$ cat src/sv/lwr_pkg.sv
// Shared constants, types and coefficient tables for the Lambert W rational approximation.
// Used by every module of the block; depends on nothing else.
package lwr_pkg;

  // Number formats
  localparam int FRAC_BITS = 30;             // fraction bits of the sample and the result
  localparam int IFB       = 57;             // fraction bits of the internal format
  localparam int XW        = 28;             // width of the sample and result fields
  localparam int XMAG_W    = XW - 1;         // magnitude of a clamped sample
  localparam int FW        = 64;             // internal signed word
  localparam int MAG_W     = FW - 1;         // magnitude of an internal word

  // Split multiplier widths (low half 32 bits, high half the rest)
  localparam int LO_W      = 32;
  localparam int HI_W      = MAG_W - LO_W;
  localparam int PL_W      = LO_W + XMAG_W;
  localparam int PH_W      = HI_W + XMAG_W;
  localparam int SUM_W     = MAG_W + XMAG_W + 1;
  localparam int HMAG_W    = SUM_W - FRAC_BITS;  // Horner product magnitude
  localparam int FMAG_W    = SUM_W - IFB;        // final product magnitude

  // Divider
  localparam int LOWB_W    = 5;              // quotient below 32: five integer bits
  localparam int DIV_STEPS = MAG_W;          // one quotient bit per stage

  // Input clamp: -round(2^FRAC_BITS / 10)
  localparam longint unsigned X_MIN_RAW = ((64'd1 << FRAC_BITS) + 64'd5) / 64'd10;
  localparam logic [XMAG_W-1:0] X_MIN_MAG = XMAG_W'(X_MIN_RAW);
  localparam logic signed [XW-1:0] X_LOW = XW'(-longint'(X_MIN_RAW));

  // Output floor
  localparam logic [XW-1:0] W_MIN_MAG = XW'(121000000);
  localparam logic signed [XW-1:0] W_MIN = XW'(-longint'(121000000));

  localparam logic [63:0] DEC_ONE = 64'd1000000000000000000;

  typedef logic signed [FW-1:0] fx_t;

  // Control that rides along with the divider
  typedef struct packed {
    logic [XMAG_W-1:0] xm;     // sample magnitude
    logic              pneg;   // numerator sign
    logic              sat;    // quotient at or above 32, or zero divisor
    logic              big;    // divisor above 2^62
  } div_ctl_t;

  // Decimal coefficient to Q57: ip + round(fp / 1e18), half up
  function automatic fx_t coef_q57(input logic neg, input logic [63:0] ip,
                                   input logic [63:0] fp);
    logic [63:0] r;
    logic [63:0] t;
    logic [63:0] m;
    int i;
    r = fp;
    t = '0;
    for (i = 0; i < IFB + 1; i++) begin
      r = r << 1;
      t = t << 1;
      if (r >= DEC_ONE) begin
        r    = r - DEC_ONE;
        t[0] = 1'b1;
      end
    end
    m = (ip << IFB) + ((t + 64'd1) >> 1);
    return neg ? fx_t'(-m) : fx_t'(m);
  endfunction

  localparam fx_t COEF_P [6] = '{
    coef_q57(1'b1, 64'd0,  64'd86339950561501433),
    coef_q57(1'b1, 64'd1,  64'd643038718148164640),
    coef_q57(1'b1, 64'd7,  64'd712479139182737380),
    coef_q57(1'b1, 64'd14, 64'd101449554538245400),
    coef_q57(1'b1, 64'd10, 64'd226907994925761600),
    coef_q57(1'b1, 64'd2,  64'd172360028363066910)
  };

  localparam fx_t COEF_Q [6] = '{
    coef_q57(1'b0, 64'd1,  64'd0),
    coef_q57(1'b0, 64'd7,  64'd447754069457392430),
    coef_q57(1'b0, 64'd20, 64'd439264308726654100),
    coef_q57(1'b0, 64'd25, 64'd100196107777419300),
    coef_q57(1'b0, 64'd13, 64'd125608084902331900),
    coef_q57(1'b0, 64'd2,  64'd116403248436015880)
  };

  localparam fx_t COEF_A0 = coef_q57(1'b0, 64'd1, 64'd86339950561523440);

endpackage

$ cat src/sv/lwr_div_stage.sv
// One stage of the restoring divider: develops one quotient bit of |P| * 2^58 / Q.
// Depends on lwr_pkg for widths and the control struct.
module lwr_div_stage (
  input  logic                        clk,
  input  logic                        rst_n,
  input  logic                        en,
  input  logic                        vld_i,
  input  logic [lwr_pkg::MAG_W-1:0]   rem_i,
  input  logic [lwr_pkg::MAG_W-1:0]   quo_i,
  input  logic [lwr_pkg::LOWB_W-1:0]  low_i,
  input  logic [lwr_pkg::MAG_W-1:0]   d_i,
  input  lwr_pkg::div_ctl_t           ctl_i,
  output logic                        vld_o,
  output logic [lwr_pkg::MAG_W-1:0]   rem_o,
  output logic [lwr_pkg::MAG_W-1:0]   quo_o,
  output logic [lwr_pkg::LOWB_W-1:0]  low_o,
  output logic [lwr_pkg::MAG_W-1:0]   d_o,
  output lwr_pkg::div_ctl_t           ctl_o
);

  logic                        vld_r;
  logic [lwr_pkg::MAG_W:0]     shft;
  logic [lwr_pkg::MAG_W:0]     diff;
  logic                        ge;
  logic [lwr_pkg::MAG_W-1:0]   rem_nxt, rem_r, quo_r, d_r;
  logic [lwr_pkg::LOWB_W-1:0]  low_r;
  lwr_pkg::div_ctl_t           ctl_r;

  // Shift in the next dividend bit, trial subtract
  always_comb begin
    shft    = {rem_i, low_i[lwr_pkg::LOWB_W-1]};
    diff    = shft - {1'b0, d_i};
    ge      = shft >= {1'b0, d_i};
    rem_nxt = ge ? diff[lwr_pkg::MAG_W-1:0] : shft[lwr_pkg::MAG_W-1:0];
  end

  always_ff @(posedge clk) begin
    if (!rst_n) begin
      vld_r <= 1'b0;
    end else if (en) begin
      vld_r <= vld_i;
    end
  end

  always_ff @(posedge clk) begin
    if (en) begin
      rem_r <= rem_nxt;
      quo_r <= {quo_i[lwr_pkg::MAG_W-2:0], ge};
      low_r <= {low_i[lwr_pkg::LOWB_W-2:0], 1'b0};
      d_r   <= d_i;
      ctl_r <= ctl_i;
    end
  end

  assign vld_o = vld_r;
  assign rem_o = rem_r;
  assign quo_o = quo_r;
  assign low_o = low_r;
  assign d_o   = d_r;
  assign ctl_o = ctl_r;

endmodule

$ cat config.mk
export PLATFORM = sky130hd
export DESIGN_NAME = lwr_div_stage
export DESIGN_NICKNAME = d
export VERILOG_FILES = /design/src/sv/lwr_pkg.sv /design/src/sv/lwr_div_stage.sv
export SDC_FILE = /design/constraint.sdc
export NUM_CORES = 1
export LEC_CHECK = 0
export BUFFER_PORTS_ARGS = -buffer_cell sky130_fd_sc_hd__buf_4
export CAP_MARGIN = 40
export CORE_AREA = 2 2 174 176
export DETAILED_ROUTE_END_ITERATION = 12
export DIE_AREA = 0 0 176 178
export PLACE_DENSITY = 0.67
export SLEW_MARGIN = 20
export SYNTH_ARGS = -nofsm -noshare
export SYNTH_HDL_FRONTEND = slang
export SYNTH_SLANG_ARGS = --single-unit
$ cat constraint.sdc
create_clock -name clk -period 7.36 [get_ports clk]
set_clock_uncertainty 0.2 [all_clocks]
set_input_delay 0.736 -clock clk [delete_from_list [all_inputs] [get_ports clk]]
set_output_delay 0.736 -clock clk [all_outputs]
set_load 0.02 [all_outputs]
==> summary.txt, run 1 <==
status = complete, no violations
Worst path slowest cell = o41ai_2
Crit. End Element = flip-flop
Global Route Usage Sum = 0.211
met2 WL post-DR = 18300 um
CP Launch Type = input pin
worst reg2reg startpoint = vld_o
root buffer cell = clkbuf_16
core area = 29400 um^2
Cell Chain, Critical Path = buf_4 -> inv_1 -> ha_1 -> fa_1 -> nand2b_1 -> a21oi_1 -> o211ai_1 -> o211ai_1 -> o211ai_1 -> and2_4 -> o41ai_2 -> a31oi_2 -> mux2i_1 -> o31ai_1
most frequent cells in the layout = buf_4 (451), edfxtp_1 (223), nand2_1 (118), o21ai_0 (96), inv_1 (87)
Final setup viols = 0
Overflow after GRT = 0
Wirelength per Cell = 18.9 um
fin nets = 1745
Syn Std Cell Area = 11500 um^2
Finished Layout Cells = 1863
setup bufs post-CTS = 0
Post-synth EDFFs = 223
total power = 3830 uW
Synthesized Nets = 1301
Detail Placement HPWL = 28100 um
Die X = 176 um
GP Congestion = 0.881
first-pass GRT wire length = 51200 um
Sink Count = 224
DIE HEIGHT = 178 um
clk slew on worst S/H paths = 0.07 ns
relative slew slack = 0.437
PostCTS Resize Cnt = 0
critical path fanouts, max = 4
# IOs = 453
crit path to = rem_o[58]
FF-to-FF End = vld_o
Max Root-Sink Buffers = 3
drt drc = 0
H-Tree Depth = 1
Yosys reg bits = 224
Hold Vio Cnt, Final = 0
ys flop type = edfxtp_1
maximum vdd drop = 204 uV
Fmax achieved = 0.250 GHz
PortBufs = 450
vias in the first global route = 9061
Worst-Margin Slew = 0.844 ns
CTS tree = built
min cycle time layout = 4.00 ns
total CTS buffers = 25
R2R cell count = 2
Top Layer Used = met4
Crit path arrival time = 4.13 ns
most frequent CP cell = o211ai_1
Area Overhead vs Synth = 40.1%
asr flop ratio synth = 0
commonest non-fill, non-tap cell in the layout = buf_4
final max-slew violation count = 0
Setup CP Type = in2reg
Yosys warning total = 0
maximum capacitance violations = 0
setup_tns = 0 ns
Period Utilization, post-route = 0.543
critical path's top delay family = compound AO/OA/AOI/OAI gates
DP Cell Count = 1816
antenna-violating nets left = 0
DRT met1 WL = 13200 um
via count = 9485
DRT Pass-1 Iters = 5
critical path launch point = low_i[4]
Crit path depth = 14
CP Buf/Inv Count = 2
Mapped Avg Cell Area = 11.4 um^2
unrepaired setup endpoints after global routing = no
initial antenna violation count = 1
reg2reg setup slack = 6.57 ns
worst-skew pair later-pin latency = 0.52 ns
Starting Density = 0.391
Lkg Pwr = 0.00692 uW
Synth Instances = 1009
Power Density = 238 nW/um^2
wirelength, routed = 35200 um
die footprint = 31300 um^2
Worst Path Required = 7.49 ns
register area share after synthesis = 0.584
vias per inst = 5.09
share of cells above drive strength 1 = 0.353
CP peak stage delay = 0.56 ns
length of routed met3 wiring = 2830 um
Iter 0 DRT Violations = 669
CTS Hold Bufs = 0
largest net degree at the start of global routing = 103
row count = 63
Yosys cell types = 73
worst hold path type = in2reg
[report_power, final]
part	switching [uW]	internal, uW
combinational	551	398
clock	513	768
sequential	34.1	1560
total	1100	2730
[state kept, by name, indices dropped and copies added, names as in the netlist]
signal,flops
d_o,63
quo_o,63
rem_o,63
ctl_o,30
low_o,4
vld_o,1
[metrics by stage]
| stage | hold slack, ns | setup slack, ns | utilization | instance area (um^2) |
|---|---|---|---|---|
| floorplan | 0.389 | 3.81 | - | 11500 |
| global placement | 0.304 | 2.65 | 0.518 | 15200 |
| detailed placement | 0.311 | 2.82 | 0.519 | 15300 |
| CTS | 0.154 | 3.39 | 0.548 | 16100 |
| global route | 0.157 | 3.23 | 0.548 | 16100 |
| finish | 0.183 | 3.36 | 0.548 | 16100 |
[how the worst min path moves through the flow]
stage / start / to / slack (ns) / cells after the start
finish: quo_i[49] / quo_o[50] / 0.18 / 1
global route: quo_i[60] / quo_o[61] / 0.16 / 1
CTS: quo_i[60] / quo_o[61] / 0.15 / 1
detailed placement: vld_o / vld_o / 0.31 / 2
global placement: vld_o / vld_o / 0.30 / 2
floorplan: vld_o / vld_o / 0.39 / 2
[layer usage]
layer	track usage	vias up
met5	0	-
met4	0.0616	0
met3	0.0471	50
met2	0.387	393
met1	0.247	4463
li1	-	4579
[synthesized netlist by cell type (2+ instances only)]
| master | instances | area share |
|---|---|---|
| a211oi_1 | 9 | 0.0059 |
| a211oi_2 | 2 | 0.0022 |
| a21boi_1 | 2 | 0.0013 |
| a21o_1 | 15 | 0.0098 |
| a21oi_1 | 80 | 0.035 |
| a21oi_2 | 2 | 0.0015 |
| a31oi_1 | 3 | 0.0016 |
| and2_1 | 3 | 0.0016 |
| and3_1 | 5 | 0.0027 |
| buf_2 | 15 | 0.0065 |
| clkbuf_1 | 20 | 0.0065 |
| edfxtp_1 | 223 | 0.58 |
| ha_1 | 63 | 0.069 |
| inv_1 | 87 | 0.028 |
| mux2_2 | 2 | 0.0020 |
| mux2i_1 | 2 | 0.0017 |
| nand2_1 | 118 | 0.039 |
| nand2b_1 | 6 | 0.0033 |
| nand3_1 | 12 | 0.0052 |
| nand4_1 | 23 | 0.013 |
| nor2_1 | 43 | 0.014 |
| nor2_2 | 2 | 0.0011 |
| nor2b_1 | 7 | 0.0038 |
| nor3_1 | 14 | 0.0061 |
| o211a_1 | 2 | 0.0017 |
| o211ai_1 | 8 | 0.0052 |
| o21a_1 | 10 | 0.0065 |
| o21ai_0 | 96 | 0.042 |
| o21ai_1 | 13 | 0.0057 |
| o21bai_1 | 16 | 0.010 |
| o21bai_2 | 2 | 0.0020 |
| o221ai_1 | 3 | 0.0023 |
| o311ai_0 | 2 | 0.0015 |
| o31ai_1 | 4 | 0.0026 |
| or3_1 | 2 | 0.0011 |
| xnor2_1 | 32 | 0.024 |
| xor2_1 | 25 | 0.019 |
[area by class of cell]
class | instances | area [um^2]
clock inverters | 16 | 194
fillers | 2515 | 13300
well taps | 390 | 488
diodes | 1 | 2.50
clock buffers | 30 | 644
inverters | 88 | 330
flip-flops and latches | 224 | 6720
multi-input cells | 659 | 4280
repair buffers | 455 | 3450
[cells by family (layout without fill, tap and decap cells)]
family | Yosys count | after routing | synth area share
fa+ha+maj | 64 | 64 | 0.0703
mux | 5 | 5 | 0.00468
flops | 224 | 224 | 0.584
buf+inv | 126 | 589 | 0.0437
xor+xnor | 57 | 57 | 0.0434
other cells | 1 | 2 | 0.000326
simple gates | 245 | 245 | 0.0978
compound gates | 287 | 287 | 0.156
[worst reg2reg max path, cell delays in order, from the launching register on]
cell     delay, ns
dfxtp_1       0.31
mux2i_1       0.12
nor2b_1       0.06
Note: power is estimated with default switching activity, not from simulation.
==> run 2, diff against run 1 <==
ABC_AREA = 1   (was unset)
CORE_AREA = unset   (was 2 2 174 176)
CORE_MARGIN = 2   (was unset)
CORE_UTILIZATION = 42   (was unset)
DIE_AREA = unset   (was 0 0 176 178)
PLACE_DENSITY = 0.68   (was 0.67)
clock period = 3.7 ns   (was 7.36 ns; I/O delays follow)
==> run 2 against run 1 <==
Area after synthesis grew 19%. Register-to-register slack lost 4.4 ns. Sequential power grew 99%. Critical path depth grew 4. Sequential cell count is the same. Largest power group unchanged. Largest cell class unchanged. Synthesized cell count grew 76%. Non-clock buffer count grew 228. Die area grew 8.7%.
==> summary.txt, run 2 <==
status = complete, no violations (unchanged)
Synthesized Nets = 2071 (was 1301)
via count = 13700 (was 9485)
Lkg Pwr = 0.0109 uW (was 0.00692 uW)
Worst Path Required = 3.90 ns (was 7.49 ns)
Iter 0 DRT Violations = 898 (was 669)
maximum vdd drop = 346 uV (was 204 uV)
Yosys cell types = 33 (was 73)
DIE HEIGHT = 185 um (was 178 um)
main area contributors after synthesis = edfxtp_1 (49%), nand2_1 (20%), inv_1 (11%) (was edfxtp_1 (58%), ha_1 (6.9%), o21ai_0 (4.2%))
Final setup viols = 0 (unchanged)
share of cells above drive strength 1 = 0.213 (was 0.353)
vias per inst = 4.68 (was 5.09)
Adder-Cell Fraction of Synth Area = 0.0591 (was 0.0703)
worst hold path type = in2reg (unchanged)
worst-skew pair later-pin latency = 0.53 ns (was 0.52 ns)
Yosys warning total = 0 (unchanged)
commonest non-fill, non-tap cell in the layout = nand2_1 (was buf_4)
Fmax achieved = 0.308 GHz
setup_tns = 0 ns (unchanged)
asr flop ratio synth = 0 (unchanged)
Post-synth EDFFs = 223 (unchanged)
drt drc = 0 (unchanged)
total CTS buffers = 25 (unchanged)
DRT Pass-1 Iters = 5 (unchanged)
Mapped Avg Cell Area = 7.69 um^2 (was 11.4 um^2)
Sink Count = 224 (unchanged)
min cycle time layout = 3.24 ns
largest area contributor in the netlist = edfxtp_1 (unchanged)
root buffer cell = clkbuf_16 (unchanged)
fin util = 0.642 (was 0.548)
initial antenna violation count = 2 (was 1)
most frequent cells in the layout = nand2_1 (739), buf_4 (457), inv_1 (394), edfxtp_1 (223), dlygate4sd3_1 (222) (was buf_4 (451), edfxtp_1 (223), nand2_1 (118), o21ai_0 (96), inv_1 (87))
Power Density = 400 nW/um^2 (was 238 nW/um^2)
critical path launch point = d_i[35] (was low_i[4])
top-count cell post-synth = nand2_1 (was edfxtp_1)
Hold Crit Start = low_i[4] (was quo_i[49])
antenna-violating nets left = 0 (unchanged)
Starting Density = 0.424 (was 0.391)
relative slew slack = 0.597 (was 0.437)
maximum capacitance violations = 0 (unchanged)
Hold Vio Cnt, Final = 0 (unchanged)
unrepaired setup endpoints after global routing = no (unchanged)
H-Tree Depth = 1 (unchanged)
Worst-Margin Slew = 0.599 ns (was 0.844 ns)
PortBufs = 450 (unchanged)
main combinational cell family by area after synthesis = simple AND/OR/NAND/NOR gates (was compound AO/OA/AOI/OAI gates)
final max-slew violation count = 0 (unchanged)
row count = 66 (was 63)
vias in the first global route = 13600 (was 9061)
Synth top area share = 0.489 (was 0.582)
CTS tree = built (unchanged)
ys flop type = edfxtp_1 (unchanged)
Sequential Area = 6720 um^2 (unchanged)
# IOs = 453 (unchanged)
fin nets = 2767 (was 1745)
Wirelength per Cell = 17.5 um (was 18.9 um)
Crit path arrival time = 3.44 ns (was 4.13 ns)
Period Utilization, post-route = 0.877
Fillers = 2721 (was 2515)
CP Launch Type = input pin (unchanged)
Setup CP Type = in2reg (unchanged)
Compound-Gate Fraction of Synth Area = 0.0200 (was 0.156)
clk slew on worst S/H paths = 0.06 ns (was 0.07 ns)
critical path fanouts, max = 32 (was 4)
die footprint = 34000 um^2 (was 31300 um^2)
Yosys reg bits = 224 (unchanged)
WHS = 0.0339 ns (was 0.183 ns)
most instantiated cells after synthesis = nand2_1 (739), inv_1 (394), edfxtp_1 (223), nor2_1 (105), nand3_1 (89) (was edfxtp_1 (223), nand2_1 (118), o21ai_0 (96), inv_1 (87), a21oi_1 (80))
area taken by multi-input logic gates = 5340 um^2 (was 4280 um^2)
Syn Std Cell Area = 13700 um^2 (was 11500 um^2)
Max Root-Sink Buffers = 3 (unchanged)
Area Overhead vs Synth = 51.6% (was 40.1%)
Crit. End Element = flip-flop (unchanged)
Synth Area in XOR/XNOR = 0.0192 (was 0.0434)
Overflow after GRT = 0 (unchanged)
Synth Instances = 1779 (was 1009)
core area = 32300 um^2 (was 29400 um^2)
worst reg2reg startpoint = vld_o (unchanged)
Die X = 185 um (was 176 um)
mux share of post-synthesis cell area = 0 (was 0.00468)
Synth Area in Simple Gates = 0.292 (was 0.0978)
GP Congestion = 0.960 (was 0.881)
largest net degree at the start of global routing = 80 (was 103)
PostCTS Resize Cnt = 0 (unchanged)
Detail Placement HPWL = 38100 um (was 28100 um)
first-pass GRT wire length = 75100 um (was 51200 um)
register area share after synthesis = 0.491 (was 0.584)
Global Route Usage Sum = 0.292 (was 0.211)
wirelength, routed = 51300 um (was 35200 um)
## run 2: changes by cell type after synthesis, sizes merged, moves of 39 or more
cell,previous run,this run
a21oi,82,43
inv,88,401
nand2,119,748
nand3,12,90
nor2,45,113
o21ai,110,8
## run 2: kinds of logic after synthesis
kind of cell | Yosys count
other | 1
adders and majority gates | 64
xor gates and xnor gates | 30
DFF | 224
and+or+nand+nor | 991
AOI/OAI and AO/OA | 53
buffers and inverters | 416
## run 2: area by class of cell
class,instances,area share
tap,442,0.0267
multi-input combinational,1139,0.257
inverter,402,0.0727
clock inverter,17,0.0118
clock buffer,29,0.0314
antenna,2,0.000241
sequential,224,0.324
timing repair buffer,683,0.276
## run 2: final timing paths
kind / depth (start not counted) / slack [ns] / end
worst max-delay path: 18 / 0.46 / rem_o[18]
worst min-delay path: 3 / 0.03 / rem_o[0]
worst max register to register: 3 / 2.17 / vld_o
worst min register to register: 3 / 1.05 / vld_o
## run 2: repair_timing
item	4_1_cts	5_1_grt
endpoints found under the hold margin	221	0
buffers inserted	0	0
hold buffers	222	0
## run 2: critical path: stages
cell	delay, ns
dlygate4sd3_1	0.58
buf_4	0.13
inv_1	0.04
ha_1	0.33
nand2_1	0.15
inv_1	0.05
nand2_1	0.06
nand2_1	0.09
nand2_1	0.08
nand2_1	0.12
a21oi_2	0.21
nor2_1	0.06
nor2_1	0.17
nand2_4	0.08
inv_2	0.44
buf_12	0.26
nand2_1	0.09
nand2_1	0.09
## run 2: stage by stage
stage               setup slack [ns]  total power [uW]  cell area [um^2]  std cells
finish                         0.456              8310             20700       2938
CTS                            0.533              8300             20700       2936
floorplan                       1.21              4400             13700       1779
detailed placement             0.555              5380             17600       2668
global route                   0.261              8650             20700       2938
global placement               0.425              5360             17600       2667
## run 2: routing by layer
| metal | vias to the layer above | share of wire | GRT usage |
|---|---|---|---|
| met5 | - | 0 | 0 |
| li1 | 6856 | - | - |
| met4 | 0 | 0.037 | 0.102 |
| met1 | 6313 | 0.41 | 0.359 |
| met2 | 497 | 0.49 | 0.525 |
| met3 | 83 | 0.062 | 0.0391 |
## run 2: power by group
| part | total, uW | internal (uW) | switching [uW] | leakage [uW] |
|---|---|---|---|---|
| sequential | 3190 | 3100 | 83.7 | 0.00219 |
| clock | 2730 | 1680 | 1050 | 0.000433 |
| combinational | 2390 | 967 | 1420 | 0.00824 |
| total | 8310 | 5750 | 2560 | 0.0109 |
==> run 3, diff against run 2 <==
--- a/config.mk
+++ b/config.mk
@@ -12,5 +12,5 @@
 export CORE_UTILIZATION = 42
 export DETAILED_ROUTE_END_ITERATION = 12
-export PLACE_DENSITY = 0.68
+export PLACE_DENSITY = 0.72
 export SLEW_MARGIN = 20
 export SYNTH_ARGS = -nofsm -noshare
==> constraint.sdc (replaced) <==
create_clock -name clk -period 3.7 [get_ports clk]
set_clock_uncertainty 0.2 [all_clocks]
set_input_delay 0.74 -clock clk [delete_from_list [all_inputs] [get_ports clk]]
set_output_delay 0.74 -clock clk [all_outputs]
set_load 0.02 [all_outputs]
==> run 3 against run 2 <==
Core utilization shrank 7.1 points. Sequential power about the same. Critical path depth decreased by 5. Cell count decreased by 7.7%. Critical endpoint is now rem_o[43]. Sequential share of layout area is 4.0 points higher. Clock power decreased by 7%. Design area decreased by 11%. Critical path type unchanged. Die area is the same.
==> summary.txt, run 3 (same netlist as run 2, synthesis figures left out) <==
Crit path arrival time = 2.97 ns (was 3.44 ns)
maximum capacitance violations = 0 (unchanged)
DRT Pass-1 Iters = 7 (was 5)
Worst-Margin Slew = 0.597 ns (was 0.599 ns)
setup slack after layout = 0.823 ns (was 0.456 ns)
Worst Path Required = 3.79 ns (was 3.90 ns)
first-pass GRT wire length = 67800 um (was 75100 um)
CTS Hold Bufs = 0 (was 222)
Iter 0 DRT Violations = 830 (was 898)
largest net degree at the start of global routing = 74 (was 80)
Starting Density = 0.424 (unchanged)
Post-Place Cell Area = 17600 um^2 (about the same)
Detail Placement HPWL = 38900 um (was 38100 um)
PortBufs = 450 (unchanged)
Sink Count = 224 (unchanged)
core area = 32300 um^2 (unchanged)
vias in the first global route = 12100 (was 13600)
# IOs = 453 (unchanged)
Final setup viols = 0 (unchanged)
busiest grt layer = met2 (unchanged)
fin util = 0.572 (was 0.642)
Lkg Pwr = 0.00992 uW (was 0.0109 uW)
fin area = 18500 um^2 (was 20700 um^2)
Cell Chain, Critical Path = buf_4 -> ha_1 -> nand2_1 -> nor2_1 -> inv_1 -> nor2_1 -> nand2_1 -> inv_1 -> nand3_1 -> nand3_1 -> nand2_1 -> nand3_1 -> nand2_1 (was dlygate4sd3_1 -> buf_4 -> inv_1 -> ha_1 -> nand2_1 -> inv_1 -> nand2_1 -> nand2_1 -> nand2_1 -> nand2_1 -> a21oi_2 -> nor2_1 -> nor2_1 -> nand2_4 -> inv_2 -> buf_12 -> nand2_1 -> nand2_1)
DIE HEIGHT = 185 um (unchanged)
CP peak stage delay = 0.36 ns (was 0.58 ns)
CTS tree = built (unchanged)
Wirelength per Cell = 17.3 um (was 17.5 um)
met3 GRT Util = 0.0478 (was 0.0391)
most frequent cells in the layout = nand2_1 (739), buf_4 (455), inv_1 (394), edfxtp_1 (223), nor2_1 (105) (was nand2_1 (739), buf_4 (457), inv_1 (394), edfxtp_1 (223), dlygate4sd3_1 (222))
unrepaired setup endpoints after global routing = no (unchanged)
Fillers = 2979 (was 2721)
share of cells above drive strength 1 = 0.233 (was 0.213)
most frequent CP cell = nand2_1 (unchanged)
Period Utilization, post-route = 0.778 (was 0.877)
Crit. End Element = flip-flop (unchanged)
WHS = 0.174 ns (was 0.0339 ns)
Area Overhead vs Synth = 34.9% (was 51.6%)
min cycle time layout = 2.88 ns (was 3.24 ns)
fin nets = 2543 (was 2767)
setup_tns = 0 ns (unchanged)
H-Tree Depth = 1 (unchanged)
maximum vdd drop = 356 uV (was 346 uV)
met2 GRT Util = 0.471 (was 0.525)
Die X = 185 um (unchanged)
antenna-violating nets left = 0 (unchanged)
via count = 12600 (was 13700)
Power Density = 427 nW/um^2 (was 400 nW/um^2)
clk slew on worst S/H paths = 0.06 ns (about the same)
die footprint = 34000 um^2 (unchanged)
Max Root-Sink Buffers = 3 (unchanged)
root buffer cell = clkbuf_16 (unchanged)
vias per inst = 4.66 (was 4.68)
drt drc = 0 (unchanged)
critical path's top delay family = simple AND/OR/NAND/NOR gates (was buffers and inverters)
Overflow after GRT = 0 (unchanged)
relative slew slack = 0.601 (was 0.597)
setup bufs post-CTS = 0 (unchanged)
Global Route Usage Sum = 0.266 (was 0.292)
pre-CTS setup slack = 0.334 ns (was 0.555 ns)
PostCTS Resize Cnt = 0 (unchanged)
Worst path slowest cell = ha_1 (was dlygate4sd3_1)
CP Buf/Inv Count = 3 (was 6)
total CTS buffers = 24 (was 25)
status = complete, no violations (unchanged)
GP Congestion = 0.912 (was 0.960)
final max-slew violation count = 0 (unchanged)
worst hold path type = in2reg (unchanged)
row count = 66 (unchanged)
worst-skew pair later-pin latency = 0.54 ns (was 0.53 ns)
initial antenna violation count = 2 (unchanged)
wirelength, routed = 46800 um (was 51300 um)
commonest non-fill, non-tap cell in the layout = nand2_1 (unchanged)
CP Launch Type = input pin (unchanged)
Hold Vio Cnt, Final = 0 (unchanged)
Setup CP Type = in2reg (unchanged)
met1 Resource Use GR = 0.324 (was 0.359)
Fmax achieved = 0.348 GHz (was 0.308 GHz)
critical path fanouts, max = 5 (was 32)
[run 3: cell count changes in the layout (fill, tap and decap cells not counted), sizes merged]
cell and change:
dlygate4sd3 -222, bufinv -2, buf -1, clkbuf -1, clkinv +1, clkinvlp -1
inv +1
[run 3: stage by stage]
stage                     power (uW)  cells
after floorplan                 4400   1779
after global placement          5370   2667
after detailed placement        5390   2667
after CTS                       7950   2711
after global routing            8240   2713
final                           7890   2713
[run 3: cell type report]
class	count	area, um^2	share of cell area
Inverter	402	1510	0.0817
Timing Repair Buffer	460	3510	0.190
Tap cell	442	553	0.0299
Multi-Input combinational cell	1139	5340	0.289
Clock buffer	28	637	0.0345
Clock inverter	16	198	0.0107
Sequential cell	224	6720	0.364
Antenna cell	2	5.00	0.000271
[run 3: final timing paths]
path               endpoint  cells after the start  slack [ns]       from
hold / removal    quo_o[59]                      1        0.17  quo_i[58]
setup / recovery  rem_o[43]                     13        0.82  rem_i[34]
hold reg to reg       vld_o                      2        0.37      vld_o
setup reg to reg      vld_o                      2        2.85      vld_o
[run 3: worst reg2reg max path, stage by stage, from the launching register on]
cell,delay (ns)
dfxtp_1,0.31
o21ai_0,0.17
a21oi_1,0.06
[run 3: routing by layer]
layer	share of wire	up-vias
met5	0	-
met1	0.41	5711
met3	0.074	61
met2	0.49	447
li1	-	6418
met4	0.033	0
[run 3: where the power goes]
group	leakage, uW	switching [uW]	internal (uW)
registers	0.00219	73.8	3100
clock network	0.000410	1030	1520
logic	0.00732	1350	814
total	0.00992	2460	5440
